[config.mk]
export PLATFORM = sky130hd
export DESIGN_NAME = foot_contact_and_center_of_pressure
export DESIGN_NICKNAME = d
export VERILOG_FILES = /design/src/hw/rtl/fccp_pkg.sv /design/src/hw/rtl/fccp_window.sv /design/src/hw/rtl/fccp_unit.sv /design/src/hw/rtl/foot_contact_and_center_of_pressure.sv
export VERILOG_INCLUDE_DIRS = /design/src /design/src/hw/rtl
export SDC_FILE = /design/constraint.sdc
export NUM_CORES = 2
export LEC_CHECK = 0
export BUFFER_PORTS_ARGS = -buffer_cell sky130_fd_sc_hd__buf_4
export CAP_MARGIN = 20
export CORE_ASPECT_RATIO = 0.6
export CORE_MARGIN = 4
export CORE_UTILIZATION = 57
export DETAILED_ROUTE_END_ITERATION = 10
export GPL_ROUTABILITY_DRIVEN = 1
export GPL_TIMING_DRIVEN = 0
export HOLD_SLACK_MARGIN = 0.03
export PLACE_DENSITY = 0.87
export SKIP_CTS_REPAIR_TIMING = 1
export SYNTH_ARGS = -nofsm -noshare
export SYNTH_HDL_FRONTEND = slang
export SYNTH_SLANG_ARGS = --single-unit
[constraint.sdc]
create_clock -name clk -period 9.6 [get_ports clk]
set_clock_uncertainty 0.2 [all_clocks]
set_input_delay 0.96 -clock clk [delete_from_list [all_inputs] [get_ports clk]]
set_output_delay 0.96 -clock clk [all_outputs]
set_load 0.01 [all_outputs]
[src/hw/rtl/foot_contact_and_center_of_pressure_defines.svh]
// ----------------------------------------------------------------------------
// foot contact and center of pressure: assertion macros
// Wraps concurrent checks on clk with an asynchronous active-low reset.
// Synthesis builds define SYNTH and get empty bodies.
// ----------------------------------------------------------------------------
`ifndef FOOT_CONTACT_AND_CENTER_OF_PRESSURE_DEFINES_SVH
`define FOOT_CONTACT_AND_CENTER_OF_PRESSURE_DEFINES_SVH

`ifndef SYNTH

// same-cycle implication
`define FCCP_ASSERT_IMPLY(lbl, pre, post) \
    lbl: assert property (@(posedge clk) disable iff (!rst_n) (pre) |-> (post)) \
        else $error("fccp: same-cycle check failed");

// next-cycle implication
`define FCCP_ASSERT_NEXT(lbl, pre, post) \
    lbl: assert property (@(posedge clk) disable iff (!rst_n) (pre) |=> (post)) \
        else $error("fccp: next-cycle check failed");

`else

`define FCCP_ASSERT_IMPLY(lbl, pre, post)
`define FCCP_ASSERT_NEXT(lbl, pre, post)

`endif

`endif

[src/hw/rtl/fccp_pkg.sv]
// ----------------------------------------------------------------------------
// fccp_pkg
// Shared types, widths, register indexes and sensor position tables.
// ----------------------------------------------------------------------------
`default_nettype none

package fccp_pkg;

    localparam int LOAD_W             = 16;
    localparam int FSUM_W             = 18;   // sum of four loads
    localparam int POS_W              = 12;   // sensor position, 1/16 mm
    localparam int COORD_W            = 12;
    localparam int PROD_W             = 29;
    localparam int ACC_W              = 30;
    localparam int QUO_W              = 11;   // quotient magnitude stays below 2048
    localparam int NUM_W              = 31;
    localparam int REM_W              = NUM_W - QUO_W;
    localparam int DIV_W              = FSUM_W + 1;
    localparam int CNT_W              = 4;
    localparam int MAC_STEPS          = 8;    // four sensors times two axes
    localparam int OFFSET_W           = 17;
    localparam int MASS_W             = 16;
    localparam int CFG_IDX_W          = 1;
    localparam int CFG_DATA_W         = 17;
    localparam int DEF_AVERAGE_LENGTH = 16;

    localparam logic [MASS_W-1:0] MASS_RESET = 16'd5335;

    localparam logic [CFG_IDX_W-1:0] CFG_WEIGHT_OFFSET = 1'b0;
    localparam logic [CFG_IDX_W-1:0] CFG_TOTAL_MASS    = 1'b1;

    typedef struct packed {
        logic [LOAD_W-1:0] left_back_left;
        logic [LOAD_W-1:0] left_back_right;
        logic [LOAD_W-1:0] left_front_left;
        logic [LOAD_W-1:0] left_front_right;
        logic [LOAD_W-1:0] right_back_left;
        logic [LOAD_W-1:0] right_back_right;
        logic [LOAD_W-1:0] right_front_left;
        logic [LOAD_W-1:0] right_front_right;
    } frame_t;

    typedef struct packed {
        logic                      left_contact;
        logic                      right_contact;
        logic signed [COORD_W-1:0] pressure_x;
        logic signed [COORD_W-1:0] pressure_y;
        logic                      pressure_updated;
    } result_t;

    typedef enum logic [2:0] {
        OP_NONE     = 3'd0,
        OP_CLEAR    = 3'd1,
        OP_MAC      = 3'd2,
        OP_DIV_LOAD = 3'd3,
        OP_DIV_STEP = 3'd4
    } unit_op_t;

    typedef struct packed {
        unit_op_t                op;
        logic                    coord;     // 0: x, 1: y
        logic [LOAD_W-1:0]       load;
        logic signed [POS_W-1:0] pos;
        logic [FSUM_W-1:0]       divisor;
    } unit_req_t;

    typedef struct packed {
        logic rd;
        logic wr;
    } win_req_t;

    // sensor order: back left, back right, front left, front right
    function automatic logic signed [POS_W-1:0] sensor_x(input logic [1:0] idx);
        logic signed [POS_W-1:0] val;
        unique case (idx)
            2'd0: val = -12'sd484;
            2'd1: val = -12'sd474;
            2'd2: val = 12'sd1124;
            2'd3: val = 12'sd1124;
        endcase
        return val;
    endfunction

    function automatic logic signed [POS_W-1:0] sensor_y(input logic foot,
                                                         input logic [1:0] idx);
        logic signed [POS_W-1:0] val;
        unique case ({foot, idx})
            3'b000: val = 12'sd478;
            3'b001: val = -12'sd306;
            3'b010: val = 12'sd478;
            3'b011: val = -12'sd370;
            3'b100: val = 12'sd306;
            3'b101: val = -12'sd478;
            3'b110: val = 12'sd370;
            3'b111: val = -12'sd478;
        endcase
        return val;
    endfunction

endpackage

`default_nettype wire

[src/hw/rtl/fccp_window.sv]
// ----------------------------------------------------------------------------
// fccp_window
// Moving-average windows for both feet: one memory, running sums, fill count.
// ----------------------------------------------------------------------------
`default_nettype none

module fccp_window #(
    parameter int AVERAGE_LENGTH = fccp_pkg::DEF_AVERAGE_LENGTH
) (
    input  logic                                                     clk,
    input  logic                                                     rst_n,
    input  fccp_pkg::win_req_t                                       req,
    input  logic [fccp_pkg::FSUM_W-1:0]                              left_load,
    input  logic [fccp_pkg::FSUM_W-1:0]                              right_load,
    output logic                                                     full,
    output logic [fccp_pkg::FSUM_W+$clog2(AVERAGE_LENGTH)-1:0]       left_sum,
    output logic [fccp_pkg::FSUM_W+$clog2(AVERAGE_LENGTH)-1:0]       right_sum
);
    import fccp_pkg::*;

    localparam int SUM_W  = FSUM_W + $clog2(AVERAGE_LENGTH);
    localparam int WPOS_W = $clog2(AVERAGE_LENGTH);
    localparam int FILL_W = $clog2(AVERAGE_LENGTH + 1);
    localparam logic [WPOS_W-1:0] LAST_POS = WPOS_W'(AVERAGE_LENGTH - 1);
    localparam logic [FILL_W-1:0] FILL_MAX = FILL_W'(AVERAGE_LENGTH);

    logic [2*FSUM_W-1:0] mem [AVERAGE_LENGTH];
    logic [2*FSUM_W-1:0] rd_data_reg;

    logic [WPOS_W-1:0] pos_reg;
    logic [WPOS_W-1:0] pos_next;
    logic [FILL_W-1:0] fill_reg;
    logic [FILL_W-1:0] fill_next;
    logic [SUM_W-1:0]  left_sum_reg;
    logic [SUM_W-1:0]  left_sum_next;
    logic [SUM_W-1:0]  right_sum_reg;
    logic [SUM_W-1:0]  right_sum_next;
    logic [FSUM_W-1:0] left_old;
    logic [FSUM_W-1:0] right_old;
    logic              full_now;

    always_ff @(posedge clk)
    begin
        if (req.rd)
        begin
            rd_data_reg <= mem[pos_reg];
        end
        if (req.wr)
        begin
            mem[pos_reg] <= {left_load, right_load};
        end
    end

    // until the window is full the entry at the write position was never written
    assign full_now  = (fill_reg == FILL_MAX);
    assign left_old  = full_now ? rd_data_reg[2*FSUM_W-1:FSUM_W] : '0;
    assign right_old = full_now ? rd_data_reg[FSUM_W-1:0] : '0;

    always_comb
    begin
        left_sum_next  = left_sum_reg - SUM_W'(left_old) + SUM_W'(left_load);
        right_sum_next = right_sum_reg - SUM_W'(right_old) + SUM_W'(right_load);
        pos_next       = (pos_reg == LAST_POS) ? '0 : pos_reg + 1'b1;
        fill_next      = full_now ? fill_reg : fill_reg + 1'b1;
    end

    always_ff @(posedge clk or negedge rst_n)
    begin
        if (!rst_n)
        begin
            pos_reg       <= '0;
            fill_reg      <= '0;
            left_sum_reg  <= '0;
            right_sum_reg <= '0;
        end
        else if (req.wr)
        begin
            pos_reg       <= pos_next;
            fill_reg      <= fill_next;
            left_sum_reg  <= left_sum_next;
            right_sum_reg <= right_sum_next;
        end
    end

    assign full      = full_now;
    assign left_sum  = left_sum_reg;
    assign right_sum = right_sum_reg;

endmodule

`default_nettype wire

[src/hw/rtl/fccp_unit.sv]
// ----------------------------------------------------------------------------
// fccp_unit
// Shared arithmetic: weighted-load accumulation and a restoring divider that
// yields one quotient bit per step, rounded to nearest, ties away from zero.
// ----------------------------------------------------------------------------
`default_nettype none

module fccp_unit (
    input  logic                                   clk,
    input  fccp_pkg::unit_req_t                    req,
    output logic signed [fccp_pkg::COORD_W-1:0]    quotient
);
    import fccp_pkg::*;

    logic signed [ACC_W-1:0]   acc_x_reg;
    logic signed [ACC_W-1:0]   acc_y_reg;
    logic [REM_W-1:0]          rem_reg;
    logic [REM_W-1:0]          rem_next;
    logic [QUO_W-1:0]          quo_reg;
    logic [DIV_W-1:0]          div_reg;
    logic                      neg_reg;

    logic signed [PROD_W-1:0]  prod;
    logic signed [ACC_W-1:0]   prod_ext;
    logic signed [ACC_W-1:0]   acc_sel;
    logic signed [ACC_W-1:0]   acc_abs;
    logic [NUM_W-1:0]          num;
    logic [REM_W:0]            trial;
    logic [REM_W:0]            div_ext;
    logic [REM_W:0]            diff;
    logic                      ge;
    logic signed [COORD_W-1:0] quo_ext;

    assign prod     = req.pos * $signed({1'b0, req.load});
    assign prod_ext = {{(ACC_W-PROD_W){prod[PROD_W-1]}}, prod};
    assign acc_sel  = req.coord ? acc_y_reg : acc_x_reg;
    assign acc_abs  = acc_sel[ACC_W-1] ? -acc_sel : acc_sel;

    // rounded quotient of |s| / d is floor((2|s| + d) / 2d)
    assign num = {1'b0, acc_abs[ACC_W-2:0], 1'b0} + {{(NUM_W-FSUM_W){1'b0}}, req.divisor};

    assign trial    = {rem_reg, quo_reg[QUO_W-1]};
    assign div_ext  = {{(REM_W+1-DIV_W){1'b0}}, div_reg};
    assign ge       = (trial >= div_ext);
    assign diff     = trial - div_ext;
    assign rem_next = ge ? diff[REM_W-1:0] : trial[REM_W-1:0];

    always_ff @(posedge clk)
    begin
        unique case (req.op)
            OP_NONE:
            begin
            end
            OP_CLEAR:
            begin
                acc_x_reg <= '0;
                acc_y_reg <= '0;
            end
            OP_MAC:
            begin
                if (req.coord)
                begin
                    acc_y_reg <= acc_y_reg + prod_ext;
                end
                else
                begin
                    acc_x_reg <= acc_x_reg + prod_ext;
                end
            end
            OP_DIV_LOAD:
            begin
                rem_reg <= num[NUM_W-1:QUO_W];
                quo_reg <= num[QUO_W-1:0];
                div_reg <= {req.divisor, 1'b0};
                neg_reg <= acc_sel[ACC_W-1];
            end
            OP_DIV_STEP:
            begin
                rem_reg <= rem_next;
                quo_reg <= {quo_reg[QUO_W-2:0], ge};
            end
            default:
            begin
            end
        endcase
    end

    assign quo_ext  = {{(COORD_W-QUO_W){1'b0}}, quo_reg};
    assign quotient = neg_reg ? -quo_ext : quo_ext;

endmodule

`default_nettype wire

[src/hw/rtl/foot_contact_and_center_of_pressure.sv]
// ----------------------------------------------------------------------------
// foot_contact_and_center_of_pressure
// Foot contact detection and single-support center of pressure estimation.
// ----------------------------------------------------------------------------
// Takes one frame of eight foot loads per request and returns one result per
// frame. A frame that recomputes the center of pressure runs the MAC and
// divide states, one that does not goes from the contact check to output.
// frame_ready comes back at the same edge that loads the result into the
// output register, which waits until an earlier result is taken; the next
// frame is taken in the cycle after at the earliest. The long path is set
// by the shared unit: eight multiply-accumulate steps through one
// multiplier, then two restoring divisions of eleven one-bit steps each,
// x before y. The window memory holds AVERAGE_LENGTH entries per foot and
// needs no clearing pass: a fill count marks entries not yet written.
`default_nettype none

`include "foot_contact_and_center_of_pressure_defines.svh"

module foot_contact_and_center_of_pressure #(
    parameter int AVERAGE_LENGTH = fccp_pkg::DEF_AVERAGE_LENGTH
) (
    input  logic                                clk,
    input  logic                                rst_n,
    input  logic                                cfg_write,
    input  logic [fccp_pkg::CFG_IDX_W-1:0]      cfg_index,
    input  logic [fccp_pkg::CFG_DATA_W-1:0]     cfg_data,
    input  logic                                frame_valid,
    output logic                                frame_ready,
    input  fccp_pkg::frame_t                    frame,
    output logic                                result_valid,
    input  logic                                result_ready,
    output fccp_pkg::result_t                   result
);
    import fccp_pkg::*;

    localparam int SUM_W = FSUM_W + $clog2(AVERAGE_LENGTH);
    localparam int CMP_W = 20 + $clog2(AVERAGE_LENGTH + 1);
    localparam logic signed [CMP_W-1:0] LEN_S = CMP_W'(AVERAGE_LENGTH);

    typedef enum logic [8:0] {
        S_IDLE     = 9'b000000001,
        S_READ     = 9'b000000010,
        S_UPDATE   = 9'b000000100,
        S_CONTACT  = 9'b000001000,
        S_MAC      = 9'b000010000,
        S_DIV_LOAD = 9'b000100000,
        S_DIV_STEP = 9'b001000000,
        S_DIV_DONE = 9'b010000000,
        S_OUT      = 9'b100000000
    } state_t;

    state_t                    state_reg;
    state_t                    state_next;

    logic signed [OFFSET_W-1:0] weight_offset_reg;
    logic [MASS_W-1:0]          total_mass_reg;

    frame_t                    frame_reg;
    logic [FSUM_W-1:0]         lsum_reg;
    logic [FSUM_W-1:0]         rsum_reg;
    logic [FSUM_W-1:0]         dsum_reg;
    logic signed [CMP_W-1:0]   thr_reg;
    logic                      lc_reg;
    logic                      rc_reg;
    logic                      upd_reg;
    logic                      foot_reg;
    logic                      coord_reg;
    logic [CNT_W-1:0]          cnt_reg;
    logic signed [COORD_W-1:0] last_x_reg;
    logic signed [COORD_W-1:0] last_y_reg;
    result_t                   result_reg;
    logic                      result_valid_reg;

    win_req_t                  win_req;
    logic                      win_full;
    logic [SUM_W-1:0]          left_sum;
    logic [SUM_W-1:0]          right_sum;
    unit_req_t                 unit_req;
    logic signed [COORD_W-1:0] unit_quotient;

    logic [FSUM_W-1:0]         lsum_next;
    logic [FSUM_W-1:0]         rsum_next;
    logic signed [OFFSET_W:0]  diff_mass;
    logic signed [CMP_W-1:0]   thr_next;
    logic signed [CMP_W-1:0]   left_margin;
    logic signed [CMP_W-1:0]   right_margin;
    logic                      lc_next;
    logic                      rc_next;
    logic                      single;
    logic [FSUM_W-1:0]         dsum_next;
    logic [LOAD_W-1:0]         mac_load;
    logic                      out_free;

    fccp_window #(
        .AVERAGE_LENGTH (AVERAGE_LENGTH)
    ) u_window (
        .clk        (clk),
        .rst_n      (rst_n),
        .req        (win_req),
        .left_load  (lsum_reg),
        .right_load (rsum_reg),
        .full       (win_full),
        .left_sum   (left_sum),
        .right_sum  (right_sum)
    );

    fccp_unit u_unit (
        .clk      (clk),
        .req      (unit_req),
        .quotient (unit_quotient)
    );

    // configuration registers
    always_ff @(posedge clk or negedge rst_n)
    begin
        if (!rst_n)
        begin
            weight_offset_reg <= '0;
            total_mass_reg    <= MASS_RESET;
        end
        else if (cfg_write)
        begin
            unique case (cfg_index)
                CFG_WEIGHT_OFFSET: weight_offset_reg <= $signed(cfg_data[OFFSET_W-1:0]);
                CFG_TOTAL_MASS:    total_mass_reg    <= cfg_data[MASS_W-1:0];
            endcase
        end
    end

    assign lsum_next = {2'b00, frame_reg.left_back_left} + {2'b00, frame_reg.left_back_right}
                     + {2'b00, frame_reg.left_front_left} + {2'b00, frame_reg.left_front_right};
    assign rsum_next = {2'b00, frame_reg.right_back_left} + {2'b00, frame_reg.right_back_right}
                     + {2'b00, frame_reg.right_front_left}
                     + {2'b00, frame_reg.right_front_right};

    // contact when the window is full and sum + (offset - mass) * length >= 0
    assign diff_mass = {weight_offset_reg[OFFSET_W-1], weight_offset_reg}
                     - $signed({2'b00, total_mass_reg});
    assign thr_next  = {{(CMP_W-OFFSET_W-1){diff_mass[OFFSET_W]}}, diff_mass} * LEN_S;

    assign left_margin  = $signed({{(CMP_W-SUM_W){1'b0}}, left_sum}) + thr_reg;
    assign right_margin = $signed({{(CMP_W-SUM_W){1'b0}}, right_sum}) + thr_reg;
    assign lc_next      = win_full && !left_margin[CMP_W-1];
    assign rc_next      = win_full && !right_margin[CMP_W-1];
    assign single       = lc_next ^ rc_next;
    assign dsum_next    = lc_next ? lsum_reg : rsum_reg;

    always_comb
    begin
        unique case ({foot_reg, cnt_reg[1:0]})
            3'b000: mac_load = frame_reg.left_back_left;
            3'b001: mac_load = frame_reg.left_back_right;
            3'b010: mac_load = frame_reg.left_front_left;
            3'b011: mac_load = frame_reg.left_front_right;
            3'b100: mac_load = frame_reg.right_back_left;
            3'b101: mac_load = frame_reg.right_back_right;
            3'b110: mac_load = frame_reg.right_front_left;
            3'b111: mac_load = frame_reg.right_front_right;
        endcase
    end

    assign out_free = !result_valid_reg || result_ready;

    always_comb
    begin
        state_next       = state_reg;
        win_req          = '0;
        unit_req.op      = OP_NONE;
        unit_req.coord   = coord_reg;
        unit_req.load    = mac_load;
        unit_req.pos     = cnt_reg[2] ? sensor_y(foot_reg, cnt_reg[1:0])
                                      : sensor_x(cnt_reg[1:0]);
        unit_req.divisor = dsum_reg;
        unique case (state_reg)
            S_IDLE:
            begin
                if (frame_valid)
                begin
                    state_next = S_READ;
                end
            end
            S_READ:
            begin
                win_req.rd = 1'b1;
                state_next = S_UPDATE;
            end
            S_UPDATE:
            begin
                win_req.wr = 1'b1;
                state_next = S_CONTACT;
            end
            S_CONTACT:
            begin
                if (single && (dsum_next != '0))
                begin
                    unit_req.op = OP_CLEAR;
                    state_next  = S_MAC;
                end
                else
                begin
                    state_next = S_OUT;
                end
            end
            S_MAC:
            begin
                unit_req.op    = OP_MAC;
                unit_req.coord = cnt_reg[2];
                if (cnt_reg == CNT_W'(MAC_STEPS - 1))
                begin
                    state_next = S_DIV_LOAD;
                end
            end
            S_DIV_LOAD:
            begin
                unit_req.op = OP_DIV_LOAD;
                state_next  = S_DIV_STEP;
            end
            S_DIV_STEP:
            begin
                unit_req.op = OP_DIV_STEP;
                if (cnt_reg == CNT_W'(QUO_W - 1))
                begin
                    state_next = S_DIV_DONE;
                end
            end
            S_DIV_DONE:
            begin
                state_next = coord_reg ? S_OUT : S_DIV_LOAD;
            end
            S_OUT:
            begin
                if (out_free)
                begin
                    state_next = S_IDLE;
                end
            end
            default:
            begin
                state_next = S_IDLE;
            end
        endcase
    end

    always_ff @(posedge clk or negedge rst_n)
    begin
        if (!rst_n)
        begin
            state_reg        <= S_IDLE;
            lc_reg           <= 1'b0;
            rc_reg           <= 1'b0;
            upd_reg          <= 1'b0;
            foot_reg         <= 1'b0;
            coord_reg        <= 1'b0;
            cnt_reg          <= '0;
            last_x_reg       <= '0;
            last_y_reg       <= '0;
            result_valid_reg <= 1'b0;
        end
        else
        begin
            state_reg <= state_next;
            unique case (state_reg)
                S_CONTACT:
                begin
                    lc_reg    <= lc_next;
                    rc_reg    <= rc_next;
                    upd_reg   <= single && (dsum_next != '0);
                    foot_reg  <= rc_next;
                    coord_reg <= 1'b0;
                    cnt_reg   <= '0;
                end
                S_MAC:
                begin
                    cnt_reg <= cnt_reg + 1'b1;
                end
                S_DIV_LOAD:
                begin
                    cnt_reg <= '0;
                end
                S_DIV_STEP:
                begin
                    cnt_reg <= cnt_reg + 1'b1;
                end
                S_DIV_DONE:
                begin
                    if (coord_reg)
                    begin
                        last_y_reg <= unit_quotient;
                    end
                    else
                    begin
                        last_x_reg <= unit_quotient;
                    end
                    coord_reg <= 1'b1;
                end
                default:
                begin
                end
            endcase
            if ((state_reg == S_OUT) && out_free)
            begin
                result_valid_reg <= 1'b1;
            end
            else if (result_ready)
            begin
                result_valid_reg <= 1'b0;
            end
        end
    end

    // payload registers
    always_ff @(posedge clk)
    begin
        if (frame_valid && frame_ready)
        begin
            frame_reg <= frame;
        end
        if (state_reg == S_READ)
        begin
            lsum_reg <= lsum_next;
            rsum_reg <= rsum_next;
            thr_reg  <= thr_next;
        end
        if (state_reg == S_CONTACT)
        begin
            dsum_reg <= dsum_next;
        end
        if ((state_reg == S_OUT) && out_free)
        begin
            result_reg.left_contact     <= lc_reg;
            result_reg.right_contact    <= rc_reg;
            result_reg.pressure_x       <= last_x_reg;
            result_reg.pressure_y       <= last_y_reg;
            result_reg.pressure_updated <= upd_reg;
        end
    end

    assign frame_ready  = (state_reg == S_IDLE);
    assign result_valid = result_valid_reg;
    assign result       = result_reg;

    `FCCP_ASSERT_IMPLY(a_upd_single_foot, result_valid_reg && result_reg.pressure_updated, result_reg.left_contact != result_reg.right_contact)
    `FCCP_ASSERT_IMPLY(a_div_step_bound, state_reg == S_DIV_STEP, cnt_reg < CNT_W'(QUO_W))
    `FCCP_ASSERT_NEXT(a_out_loads_result, (state_reg == S_OUT) && out_free, result_valid_reg && frame_ready)
    `FCCP_ASSERT_NEXT(a_busy_after_accept, frame_valid && frame_ready, !frame_ready)

endmodule

`default_nettype wire

==> impl_metrics.toml <==
[floorplanning]
io_pins = 180
core-area_mm2 = 0.101
die_x_um = 422
die_y_um = 256
rows = 90
die-area_mm2 = 0.108
initial_core_util = 0.579

[global_route]
grt_start_max_net_pins = 73
grt_pass1_vias = 39100
grt_usage = 0.312
grt_antenna_before_repair = 9
grt_pass1_wl_mm = 252
gr-total-overflow = 0

[worst_hold_path]
hold_class = "input port to async pin"

[setup_path]
cp_slowest_stage_delay_ps = 600
worst_ep_arrival_time_ps = 9810
cp_max_fo = 10
required_ps = 9830
worstSetupStartpointType = "flip-flop"
r2r_end = "u_unit.acc_y_reg[29]$_SDFFCE_PN0P_"
cp_common_cell = "inv_1"
r2r_start = "cnt_reg[1]$_DFFE_PN0P_"
slowest_stage = "or4_4"
endpoint_kind = "flip-flop"
worstRegToRegCells = 34
critPathKind = "flip-flop to flip-flop"
reg2reg_setup_slack_ps = 20

[clock_network]
cts.sinks = 1075
clkTransAtPathRegs_ps = 70
cts_made_buffers = 95
htree_num_levels = 3
clk-insertion-delay-late_ps = 720
root_buffer = "clkbuf_16"
cts_tree = "done"
cts.path.max_buffers = 3

[drt]
drtPass1Iterations = 7
detail-route-antenna-nets = 0
num_vias = 40200
drc_errors = 0
first_iter_violations = 6345
wire_per_inst_um = 28.0
viasPerCell = 6.54
drt_wl_total_mm = 173

[cells_and_area]
final_common_cell = "edfxtp_1"
syn2layout_area_growth_pct = 13.6
multi_input_area_mm2 = 0.0255
mostFrequentLayoutCells = "edfxtp_1, inv_1, nand2_1, ha_1, nor2_1"
layout.nets = 5448
ff_latch_area_mm2 = 0.0317
drive_gt1_frac = 0.169
post-route-cell-area_mm2 = 0.0666
largest_reg_flops = 576
num-fill-cells = 6825
layout.cells.non_filler = 6157

[timing]
setup_violations = 0
hold_viol = 0
slew_headroom = 0.199
period_minus_slack_ps = 9580
worstMarginPinSlew_ps = 1200
fmax_mhz = 104
finalCritPeriodShare = 0.998
slew_viol_final = 0

[synthesis]
syn_nets = 5101
syn_avg_cell_area_um2 = 13.4
ys_seq_area_frac = 0.540
syn_area_mm2 = 0.0586
synth_cell_types = 87
synth_edf_count = 947
synth_compound_area_frac = 0.0759
syn_inst = 4388
synth_xor_area_frac = 0.0313
synth_top_family_by_area = "adder cells"
synthSimpleGateAreaFrac = 0.0814
ys_seq_elements = 1075
synthAdderAreaFrac = 0.149
synth_ff_type = "edfxtp_1"
synth.area.mux_share = 0.0859
async_flop_share = 0.119
yosysWarnings = 0

[placed_design]
place.gp.congestion = 0.979
place_area_mm2 = 0.0623
dp_cells = 5929
port_buffers = 179
place_hpwl_mm = 122

[run_status]
status = "complete, no violations"

[job]
max_cap_violations = 0
[logic make-up after synthesis]
group           Yosys count
flops                  1075
simple gates            999
compound gates          712
fa+ha+maj               562
buf+inv                 561
mux                     270
xor+xnor                209
[metrics by stage]
step                      setup TNS [ps]  setup slack, ps  hold WS [ps]  utilization
after floorplan                        0              552           221            -
after global placement            -32320            -2230           230        0.609
after detailed placement          -28700            -2140           233        0.615
after CTS                         -29380            -2180          2.42        0.647
after global routing                -766             -232          43.0        0.658
final                                  0             15.8          13.2        0.658
[worst max path at each step]
stage,startpoint,endpoint,slack [ps],cells past startpoint
after floorplan,cnt_reg[0]$_DFFE_PN0P_,u_unit.acc_x_reg[29]$_SDFFCE_PN0P_,550,38
final,cnt_reg[1]$_DFFE_PN0P_,u_unit.acc_y_reg[29]$_SDFFCE_PN0P_,20,34
after global placement,cnt_reg[0]$_DFFE_PN0P_,u_unit.acc_x_reg[28]$_SDFFCE_PN0P_,-2230,35
after global routing,cnt_reg[1]$_DFFE_PN0P_,u_unit.acc_x_reg[29]$_SDFFCE_PN0P_,-230,36
after detailed placement,foot_reg$_DFFE_PN0P_,u_unit.acc_x_reg[29]$_SDFFCE_PN0P_,-2140,34
after CTS,foot_reg$_DFFE_PN0P_,u_unit.acc_x_reg[29]$_SDFFCE_PN0P_,-2180,34
[worst max-delay path, delay by kind of cell, from the launching register on]
family	cells	cell delay [ps]
fa+ha+maj	8	2930
compound gates	8	2100
simple gates	6	1670
buf+inv	9	1280
xor+xnor	3	630
flops	1	490
[cells in the mapped netlist, types with 36 or more instances]
cell type,n,area [um2]
inv_1,424,1590
ha_1,332,4150
edfxtp_1,947,28400
xor2_1,87,762
mux2_2,48,541
nor2_1,271,1020
nand2_1,326,1220
a21o_1,56,420
mux4_2,180,4050
xnor2_1,121,1060
mux2i_1,39,390
a21oi_1,177,886
clkbuf_1,111,417
o21ai_0,215,1080
dfrtp_1,119,2980
fa_1,230,4600
and2_1,74,463
nor3_1,69,345
nor2b_1,36,225
nand3_1,62,310
[routing by layer]
metal | up-vias | track usage | share of wire | routed length, um
met5 | - | 0 | 0.00020 | 34
met1 | 19800 | 0.457 | 0.39 | 66600
li1 | 16700 | - | - | -
met4 | 6 | 0.102 | 0.039 | 6730
met2 | 3199 | 0.439 | 0.42 | 72300
met3 | 498 | 0.110 | 0.16 | 26800
[layout make-up]
| type | count | area share |
|---|---|---|
| Tap cell | 1334 | 0.0251 |
| Inverter | 426 | 0.0241 |
| Timing Repair Buffer | 258 | 0.0364 |
| Antenna cell | 6 | 0.000225 |
| Buffer | 127 | 0.00851 |
| Clock buffer | 115 | 0.0382 |
| Multi-Input combinational cell | 2752 | 0.382 |
| Clock inverter | 64 | 0.00973 |
| Sequential cell | 1075 | 0.475 |
Power is not shown: default switching activity piles up to over one toggle a cycle in this logic, so the estimate is an artifact.
